**config.mk**
```make
export PLATFORM = sky130hd
export DESIGN_NAME = q31_saturating_alu
export DESIGN_NICKNAME = d
export VERILOG_FILES = /design/src/rtl/q31alu_pkg.sv /design/src/rtl/q31alu_mul.sv /design/src/rtl/q31alu_ops.sv /design/src/rtl/q31_saturating_alu.sv
export SDC_FILE = /design/constraint.sdc
export NUM_CORES = 2
export LEC_CHECK = 0
export ABC_CLOCK_PERIOD_IN_PS = 14620
export BUFFER_PORTS_ARGS = -buffer_cell sky130_fd_sc_hd__buf_2
export CORE_MARGIN = 8
export CORE_UTILIZATION = 30
export CTS_BUF_LIST = sky130_fd_sc_hd__clkbuf_4 sky130_fd_sc_hd__clkbuf_8
export DETAILED_ROUTE_END_ITERATION = 12
export PLACE_DENSITY_LB_ADDON = 0.1
export REMOVE_ABC_BUFFERS = 1
export SETUP_SLACK_MARGIN = 0.4
export SLEW_MARGIN = 20
export SYNTH_ARGS = -nofsm -noshare
export SYNTH_HDL_FRONTEND = slang
export SYNTH_SLANG_ARGS = --single-unit
```
**constraint.sdc**
```tcl
create_clock -name clk -period 14.62 [get_ports clk]
set_clock_uncertainty 0.2 [all_clocks]
set_input_delay 0.731 -clock clk [delete_from_list [all_inputs] [get_ports clk]]
set_output_delay 0.731 -clock clk [all_outputs]
set_load 0.05 [all_outputs]
```
**src/rtl/q31alu_pkg.sv**
```systemverilog
package q31alu_pkg;

  // Operation codes carried on the cmd field; codes 9 to 15 are unused.
  typedef enum logic [3:0] {
    CMD_ADD   = 4'd0,
    CMD_SUB   = 4'd1,
    CMD_MULT  = 4'd2,
    CMD_ABS   = 4'd3,
    CMD_NEG   = 4'd4,
    CMD_MIN   = 4'd5,
    CMD_MAX   = 4'd6,
    CMD_NORM  = 4'd7,
    CMD_SHIFT = 4'd8
  } cmd_t;

  localparam int unsigned DataW     = 32;
  localparam int unsigned ShamtW    = 6;
  localparam int unsigned MulPre    = 12;
  localparam int unsigned MulOpW    = DataW - MulPre;
  localparam int unsigned ProdW     = 2 * MulOpW;
  localparam int unsigned PostShift = 7;

  localparam logic [ProdW:0]   MulRound = (ProdW + 1)'((1 << PostShift) - 1);
  localparam logic [DataW-1:0] Q31Max   = {1'b0, {(DataW - 1){1'b1}}};
  localparam logic [DataW-1:0] Q31Min   = {1'b1, {(DataW - 1){1'b0}}};

  // One request as held in the first pipeline stage.
  typedef struct packed {
    cmd_t                     cmd;
    logic signed [DataW-1:0]  a;
    logic signed [DataW-1:0]  b;
    logic signed [ShamtW-1:0] shamt;
  } op_req_t;

  // Redundant sign bits: leading zeros of the sign-folded word, minus one.
  // Zero and minus one fold to all zeros and give 31.
  function automatic logic [4:0] redundant_signs(logic [DataW-1:0] x);
    logic [DataW-1:0] v;
    logic [5:0]       lz;
    v  = x[DataW-1] ? ~x : x;
    lz = 6'd0;
    if (v[31:16] == 16'd0) begin
      lz = lz + 6'd16;
      v  = v << 16;
    end
    if (v[31:24] == 8'd0) begin
      lz = lz + 6'd8;
      v  = v << 8;
    end
    if (v[31:28] == 4'd0) begin
      lz = lz + 6'd4;
      v  = v << 4;
    end
    if (v[31:30] == 2'd0) begin
      lz = lz + 6'd2;
      v  = v << 2;
    end
    if (v[31] == 1'b0) begin
      lz = lz + 6'd1;
    end
    // An all-zero folded word has 32 leading zeros.
    if (v == '0) begin
      lz = 6'd32;
    end
    lz = lz - 6'd1;
    return lz[4:0];
  endfunction

endpackage

```
**src/rtl/q31alu_mul.sv**
```systemverilog
module q31alu_mul (
  input  logic                                   clk,
  input  logic                                   en,
  input  logic signed [q31alu_pkg::DataW-1:0]    a,
  input  logic signed [q31alu_pkg::DataW-1:0]    b,
  output logic signed [q31alu_pkg::ProdW-1:0]    prod
);

  // Drop the low bits of each operand: arithmetic shift right by the preshift.
  logic signed [q31alu_pkg::MulOpW-1:0] pa;
  logic signed [q31alu_pkg::MulOpW-1:0] pb;

  assign pa = a[q31alu_pkg::DataW-1:q31alu_pkg::MulPre];
  assign pb = b[q31alu_pkg::DataW-1:q31alu_pkg::MulPre];

  always_ff @(posedge clk) begin
    if (en) begin
      prod <= pa * pb;
    end
  end

endmodule

```
**src/rtl/q31alu_ops.sv**
```systemverilog
module q31alu_ops (
  input  q31alu_pkg::op_req_t                   req,
  output logic signed [q31alu_pkg::DataW-1:0]   result
);

  logic [q31alu_pkg::DataW:0]           sum;
  logic [q31alu_pkg::DataW:0]           diff;
  logic                                 a_le_b;
  logic                                 a_is_min;
  logic [q31alu_pkg::ShamtW-1:0]        rmag;
  logic [4:0]                           ramt;
  logic signed [q31alu_pkg::DataW-1:0]  neg_a;

  // Clamp a 33-bit sum to the signed 32-bit range.
  function automatic logic [q31alu_pkg::DataW-1:0] sat33(logic [q31alu_pkg::DataW:0] v);
    logic [q31alu_pkg::DataW-1:0] r;
    if (v[q31alu_pkg::DataW] != v[q31alu_pkg::DataW-1]) begin
      r = v[q31alu_pkg::DataW] ? q31alu_pkg::Q31Min : q31alu_pkg::Q31Max;
    end else begin
      r = v[q31alu_pkg::DataW-1:0];
    end
    return r;
  endfunction

  assign sum      = {req.a[q31alu_pkg::DataW-1], req.a} + {req.b[q31alu_pkg::DataW-1], req.b};
  assign diff     = {req.a[q31alu_pkg::DataW-1], req.a} - {req.b[q31alu_pkg::DataW-1], req.b};
  assign a_le_b   = (req.a <= req.b);
  assign a_is_min = (req.a == q31alu_pkg::Q31Min);
  assign neg_a    = -req.a;

  // Right shift count is the magnitude of a negative amount, limited to 31.
  assign rmag = q31alu_pkg::ShamtW'(0) - req.shamt;
  assign ramt = rmag[q31alu_pkg::ShamtW-1] ? 5'd31 : rmag[4:0];

  always_comb begin
    case (req.cmd)
      q31alu_pkg::CMD_ADD:   result = sat33(sum);
      q31alu_pkg::CMD_SUB:   result = sat33(diff);
      q31alu_pkg::CMD_ABS:   result = a_is_min ? q31alu_pkg::Q31Max :
                                      (req.a[q31alu_pkg::DataW-1] ? neg_a : req.a);
      q31alu_pkg::CMD_NEG:   result = a_is_min ? q31alu_pkg::Q31Max : neg_a;
      q31alu_pkg::CMD_MIN:   result = a_le_b ? req.a : req.b;
      q31alu_pkg::CMD_MAX:   result = (req.a >= req.b) ? req.a : req.b;
      q31alu_pkg::CMD_NORM:  result = {27'd0, q31alu_pkg::redundant_signs(req.a)};
      q31alu_pkg::CMD_SHIFT: begin
        if (req.shamt[q31alu_pkg::ShamtW-1]) begin
          result = req.a >>> ramt;
        end else begin
          result = req.a << req.shamt[4:0];
        end
      end
      default:               result = '0;
    endcase
  end

endmodule

```
**src/rtl/q31_saturating_alu.sv**
```systemverilog
// Channel    Valid/Ready             Payload
// request    req_valid / req_ready   cmd, operand_a, operand_b, shift_amount
// result     res_valid / res_ready   result
//
// Three register stages: request capture, execute (20x20 multiply or the
// other operations), then multiply rounding and result select into the
// output register. One request enters per cycle unless the result stalls.
// Synchronous active-high rst clears the stage valid bits only.
// Each stage advances when it is empty or the stage after it advances, so
// bubbles collapse under a stalled result and nothing is lost or repeated.
module q31_saturating_alu (
  input  logic               clk,
  input  logic               rst,
  input  logic               req_valid,
  output logic               req_ready,
  input  logic        [3:0]  cmd,
  input  logic signed [31:0] operand_a,
  input  logic signed [31:0] operand_b,
  input  logic signed [5:0]  shift_amount,
  output logic               res_valid,
  input  logic               res_ready,
  output logic signed [31:0] result
);

  // Stage 1: captured request.
  logic                s1_valid;
  q31alu_pkg::op_req_t s1_req;

  // Stage 2: raw product and the non-multiply result.
  logic                                  s2_valid;
  logic                                  s2_is_mult;
  logic signed [q31alu_pkg::DataW-1:0]   s2_misc;
  logic signed [q31alu_pkg::ProdW-1:0]   s2_prod;

  logic                                  adv1;
  logic                                  adv2;
  logic                                  adv3;
  logic signed [q31alu_pkg::DataW-1:0]   misc_next;
  logic [q31alu_pkg::ProdW:0]            rounded;

  // Advance chain from the output backward.
  assign adv3      = !res_valid || res_ready;
  assign adv2      = !s2_valid || adv3;
  assign adv1      = !s1_valid || adv2;
  assign req_ready = adv1;

  // Hold each request as one struct through the first stage.
  always_ff @(posedge clk) begin
    if (rst) begin
      s1_valid <= 1'b0;
    end else if (adv1) begin
      s1_valid <= req_valid;
    end
    if (adv1 && req_valid) begin
      s1_req.cmd   <= q31alu_pkg::cmd_t'(cmd);
      s1_req.a     <= operand_a;
      s1_req.b     <= operand_b;
      s1_req.shamt <= shift_amount;
    end
  end

  q31alu_ops u_ops (
    .req    (s1_req),
    .result (misc_next)
  );

  // The multiplier keeps its own product register as part of stage 2.
  q31alu_mul u_mul (
    .clk  (clk),
    .en   (adv2 && s1_valid),
    .a    (s1_req.a),
    .b    (s1_req.b),
    .prod (s2_prod)
  );

  always_ff @(posedge clk) begin
    if (rst) begin
      s2_valid <= 1'b0;
    end else if (adv2) begin
      s2_valid <= s1_valid;
    end
    if (adv2 && s1_valid) begin
      s2_is_mult <= (s1_req.cmd == q31alu_pkg::CMD_MULT);
      s2_misc    <= misc_next;
    end
  end

  // Round the product and keep 32 bits above the post-shift (wrapping).
  assign rounded = {s2_prod[q31alu_pkg::ProdW-1], s2_prod} + q31alu_pkg::MulRound;

  // Stage 3: output register; drop a result only once it is taken.
  always_ff @(posedge clk) begin
    if (rst) begin
      res_valid <= 1'b0;
    end else if (adv3) begin
      res_valid <= s2_valid;
    end
    if (adv3 && s2_valid) begin
      result <= s2_is_mult ? rounded[q31alu_pkg::PostShift +: q31alu_pkg::DataW] : s2_misc;
    end
  end

endmodule

```
=== Word-level counts from Yosys, hierarchy flattened ===
Cells that the tools add are included.

* Output and inout bits: 34
* Bits of input ports: 78
* Word-level logic and storage cells: 86
* Bits in registers: 181

* Mux-type cells: 33
* Equal/unequal tests: 11
* Bitwise logic cells: 1
* Shift-type cells: 2
* Add/subtract/negate cells: 10
* Order comparisons: 2
* Reductions and logical operators: 15
* Multipliers: 1

{| class="wikitable"
|+ Operator list
! operator !! count
|-
| 32-bit two-way mux || 20
|-
| 32-bit case mux with 8 select lines || 1
|-
| 5-bit two-way mux || 12
|-
| 39-bit by 8-bit adder with 39-bit output, second input constant || 1
|-
| 20-bit by 20-bit multiplier with 39-bit output || 1
|-
| 32-bit by 32-bit adder with 33-bit output || 1
|-
| 32-bit by 32-bit subtractor with 33-bit output || 1
|-
| 32-bit == test, second input constant || 1
|-
| 32-bit >= comparator || 1
|-
| 32-bit less-or-equal comparator || 1
|-
| 32-bit logical NOT || 1
|-
| 32-bit negator || 1
|-
| 32-bit inverter || 1
|-
| 32-bit by 5-bit left shift with 32-bit output || 1
|-
| 32-bit by 5-bit >>> shifter with 32-bit output || 1
|-
| 4-bit by 3-bit == test with 1-bit output, second input constant || 4
|-
| 16-bit logical NOT || 1
|-
| 4-bit by 2-bit == test with 1-bit output, second input constant || 2
|-
| 4-bit logical NOT || 2
|-
| 8-bit logical NOT || 1
|-
| 1-bit by 6-bit subtractor with 6-bit output, first input constant || 1
|-
| 5-bit by 1-bit adder with 5-bit output, second input constant || 1
|-
| 5-bit by 2-bit adder with 5-bit output, second input constant || 1
|-
| 5-bit by 3-bit adder with 5-bit output, second input constant || 1
|-
| 9 further kinds || 16
|}

=== Logic depth before layout (Yosys ltp) ===
* Depth in word-level cells: 20
* Mapped depth: 31
* Mapped depth without buffers: 28

=== Modules after synthesis ===
A second synthesis with hierarchy kept.

* Cell total of the unflattened synthesis: 3815
* Area total of the unflattened synthesis: 33065.5 µm²

{| class="wikitable"
|+ By module, submodules not included
! module !! seq. area each (µm²) !! cells each !! area each (µm²) !! instances
|-
| q31alu_mul || 1201.2 || 1741 || 16520.8 || 1
|-
| q31alu_ops || 0.0 || 1712 || 11023.1 || 1
|-
| q31_saturating_alu || 4234.1 || 362 || 5521.5 || 1
|}

=== Worst setup path before layout ===
Ideal clock, no wire load.

* Path type: register to register
* Start point: register, netlist name s1_req[69]
* End point: register u_mul.prod[37] (netlist bit), data pin
* Clock period less this slack: 8.760 ns
* Buffers on the path: 7
* Library setup time: 0.258 ns
* Data required time: 14.162 ns
* Arrival: 8.303 ns
* Cell stages (with the launch flop): 30
* Setup slack: 5.860 ns
* Path through: edfxtp_1 -> buf_2 -> clkbuf_1 -> clkbuf_1 -> buf_1 -> buf_1 -> clkbuf_1 -> buf_1 -> nand2_1 -> fa_1 -> inv_1 -> fa_1 -> inv_1 -> fa_1 -> inv_1 -> fa_1 -> fa_1 -> fa_1 -> inv_1 -> fa_1 -> inv_1 -> ha_1 -> a21o_1 -> or4_1 -> o21ai_0 -> o211ai_1 -> o211ai_1 -> a311oi_1 -> nor2_1 -> xnor2_1

* Word-level cells in the longest chain between the ends: 1

{| class="wikitable"
|+ Ends and longest elaborated chain
! what !! RTL line !! RTL
|-
| 20-bit by 20-bit multiplier with 39-bit output || q31alu_mul.sv:18 || <nowiki>prod <= pa * pb;</nowiki>
|-
| end signal, assigned || q31alu_mul.sv:18 ||
|-
| end, declared || q31alu_mul.sv:6 || <nowiki>output logic signed [q31alu_pkg::ProdW-1:0] prod</nowiki>
|}

Every way passes these cells.
A chain may end at the register's enable or synchronous reset.

=== Worst setup path after layout ===
* Start point: register, netlist name s1_req[25]
* End point: register u_mul.prod[38] (netlist bit), data pin

* Word-level cells in the longest chain between the ends: 1

{| class="wikitable"
|+ Ends and longest elaborated chain
! what !! RTL line
|-
| 20-bit by 20-bit multiplier with 39-bit output || q31alu_mul.sv:18
|}

Every way passes these cells.

==> results_dict.tcl <==
set metrics [dict create \
    setup_repair_after_global_routing_missed_its_margin "no" \
    floorplan.io_pins 112 \
    fill_cells 11100 \
    cts-hold-fix-buffers 0 \
    routabilityCongestion 0.919 \
    timing.critical_path.required_ns 14.79 \
    remaining_drc_errors 0 \
    synthCells 3608 \
    postCtsResizedCells 0 \
    syn_area_mm2 0.0319 \
    drive_above_1_share_pct 9.09 \
    setup_violations 0 \
    worst_path_max_delay_cell "edfxtp_1" \
    fp.dieArea_mm2 0.117 \
    critPathLaunch "s1_req[25]" \
    timing.critical_path.buf_inv 4 \
    critPathCaptureType "flip-flop" \
    hold_path_class "input pin to flip-flop" \
    gr-total-overflow 0 \
    dr.pass1.iters 6 \
    global_route.usage.total_pct 20.4 \
    worstPathCellList "ha_1 > inv_1 > fa_1 > fa_1 > fa_1 > fa_1 > inv_1 > fa_1 > fa_1 > inv_1 > fa_1 > inv_1 > ha_1 > nand3_1 > a2111oi_0 > o21bai_1 > nand3_1 > a31oi_1 > a21oi_1 > nor3_1 > o41ai_1 > a21oi_1 > xnor2_1" \
    synth-edff-count 178 \
    max_stage_delay_ns 0.95 \
    count_of_routing_violations_after_the_opening_detailed_route_iteration 2146 \
    finalCriticalPeriod_ns 8.55 \
    clk_pin_slew_worst_paths_ns 0.12 \
    crit_path_start_kind "flip-flop" \
    synth_sequential_area_ratio_pct 17.0 \
    hold_start "operand_b[7]" \
    synthesis.yosys.warnings 0 \
    port_buffers 111 \
    hpwlAfterDp_um 90700 \
    cts_made_buffers 17 \
    critPathKind "flip-flop to flip-flop" \
    initial_core_util_pct 30.3 \
    antenna_violations_before_repair 8 \
    first_global_vias 26400 \
    wl_met3_um 6550 \
    max_slew_margin_pct 28.4 \
    die-height_um 342 \
    worst_tran_pin_value_ns 1.07 \
    fp.coreArea_mm2 0.105 \
    synthesis.area_per_instance_um2 8.83 \
    finalMaxSlewViolations 0 \
    ant_nets 0 \
    area_used_by_multi_input_combinational_logic_mm2 0.0235 \
    grt_start_max_net_pins 73 \
    synth_async_sr_flop_share_pct 0 \
    min_period_over_period_pct 58.5 \
    detail_route.vias_per_cell 5.25 \
    wirelength_um 120000 \
    maxCapViolCount 0 \
    clk_root_buf "clkbuf_8" \
    fmaxAchievable_mhz 117 \
    post_cts.repair.setup_buffers 0 \
    htree_num_levels 4 \
    numClockSinks 181 \
    worst-endpoint-arrival_ns 8.72 \
    die_w_um 342 \
    drt-met1-wl_um 56800 \
    cts-root-to-sink-buffers 2 \
    tritoncts "done" \
    dominantRegCellSynth "edfxtp_1" \
    placement_rows 119 \
    register_area_mm2 0.00541 \
    crit_fanout 22 \
    topRoutingLayerUsed "met4" \
    worst_path_dominant_cell_family "adder cells" \
    r2r-start "s1_req[25]" \
    num-nets-final 4231 \
    route.vias.total 26100 \
    synth-seq-cells 181 \
    detailroute.wirelength.met2_um 54200 \
    number_of_endpoints_with_negative_hold_slack_in_the_final_report 0 \
    fin_worst_hold_slack_ns 0.0919 \
    syn2layout_area_growth_pct 7.29 \
    insertion_delay_ns 0.60 \
    totalNegativeSetupSlack_ns 0 \
    detail_route.wl_per_cell_um 24.2 \
    ys_types 106 \
    crit_top_cell "fa_1" \
    grt_first_pass_wirelength_um 180000 \
    outcome "finished, final reports clean" \
]
[state kept, by name, indices dropped and copies added, names as in the netlist]
register / flops
s2_misc: 32
s2_valid: 1
s1_req: 74
result: 32
res_valid: 1
s1_valid: 1
u_mul.prod: 39
s2_is_mult: 1
[routing by layer]
| metal | global-route usage (%) | vias to the layer above |
|---|---|---|
| met5 | 0 | - |
| met4 | 5.26 | 0 |
| met3 | 3.06 | 111 |
| met2 | 32.2 | 809 |
| met1 | 29.2 | 13300 |
| li1 | - | 11900 |
[logic make-up (layout without fill, tap and decap cells)]
family | Yosys count | after routing | synth area share (%)
and+or+nand+nor | 1066 | 1066 | 16.9
AOI/OAI and AO/OA | 696 | 696 | 13.9
muxes | 150 | 150 | 5.86
adders and majority gates | 589 | 589 | 32.9
buffers and inverters | 787 | 756 | 9.59
DFF | 181 | 181 | 17.0
xor gates and xnor gates | 139 | 139 | 3.82
other | 0 | 2 | 0
[final timing paths]
kind	to	slack [ns]	cells after the start
max	u_mul.prod[38]	6.07	23
min	s1_req[13]	0.09	1
max reg2reg	u_mul.prod[38]	6.07	23
min reg2reg	result[0]	0.36	1
[stage by stage]
| step | std cells | cell area (um^2) | setup WS (ns) | util, % |
|---|---|---|---|---|
| floorplan | 3355 | 30800 | 6.38 | - |
| global placement | 4936 | 33800 | 6.13 | 32.1 |
| detailed placement | 4936 | 33800 | 6.07 | 32.1 |
| CTS | 4968 | 34200 | 6.05 | 32.5 |
| global route | 4969 | 34200 | 5.57 | 32.5 |
| finish | 4970 | 34200 | 6.07 | 32.5 |
[synth_stat cells (35+ instances only)]
library cell  count  area [um^2]
inv_1           532         2000
fa_1            415         8310
nand2_1         318         1190
nor2_1          231          867
a21oi_1         215         1080
and2_1          210         1310
clkbuf_1        182          683
edfxtp_1        178         5350
ha_1            174         2180
o21ai_0         146          731
xnor2_1         112          981
mux2i_1         104         1040
nor3_1           60          300
nand3_1          40          200
buf_2            39          195
a21o_1           37          278
a211oi_1         35          263
a31oi_1          35          219
[area by class of cell]
cell class	instances	share of cell area [%]
tap	1391	5.09
clock inverter	15	0.531
antenna	2	0.0146
sequential	181	15.8
multi-input combinational	2640	68.7
timing repair buffer	190	3.36
clock buffer	17	0.684
inverter	534	5.86
[placed cells by master (no fill, tap or decap), types with 27 or more instances in the layout]
| cell type | count |
|---|---|
| a21oi_1 | 213 |
| inv_1 | 532 |
| a31oi_1 | 34 |
| edfxtp_1 | 178 |
| o21ai_0 | 146 |
| mux2i_1 | 104 |
| xnor2_1 | 112 |
| nor3_1 | 60 |
| a21o_1 | 37 |
| and2_1 | 210 |
| nand3_1 | 40 |
| a211oi_1 | 35 |
| buf_4 | 79 |
| buf_2 | 111 |
| mux4_2 | 27 |
| ha_1 | 174 |
| fa_1 | 415 |
| xor2_1 | 27 |
| nand2_1 | 318 |
| nor2_1 | 231 |
Power is not shown: default switching activity piles up to over one toggle a cycle in this logic, so the estimate is an artifact.
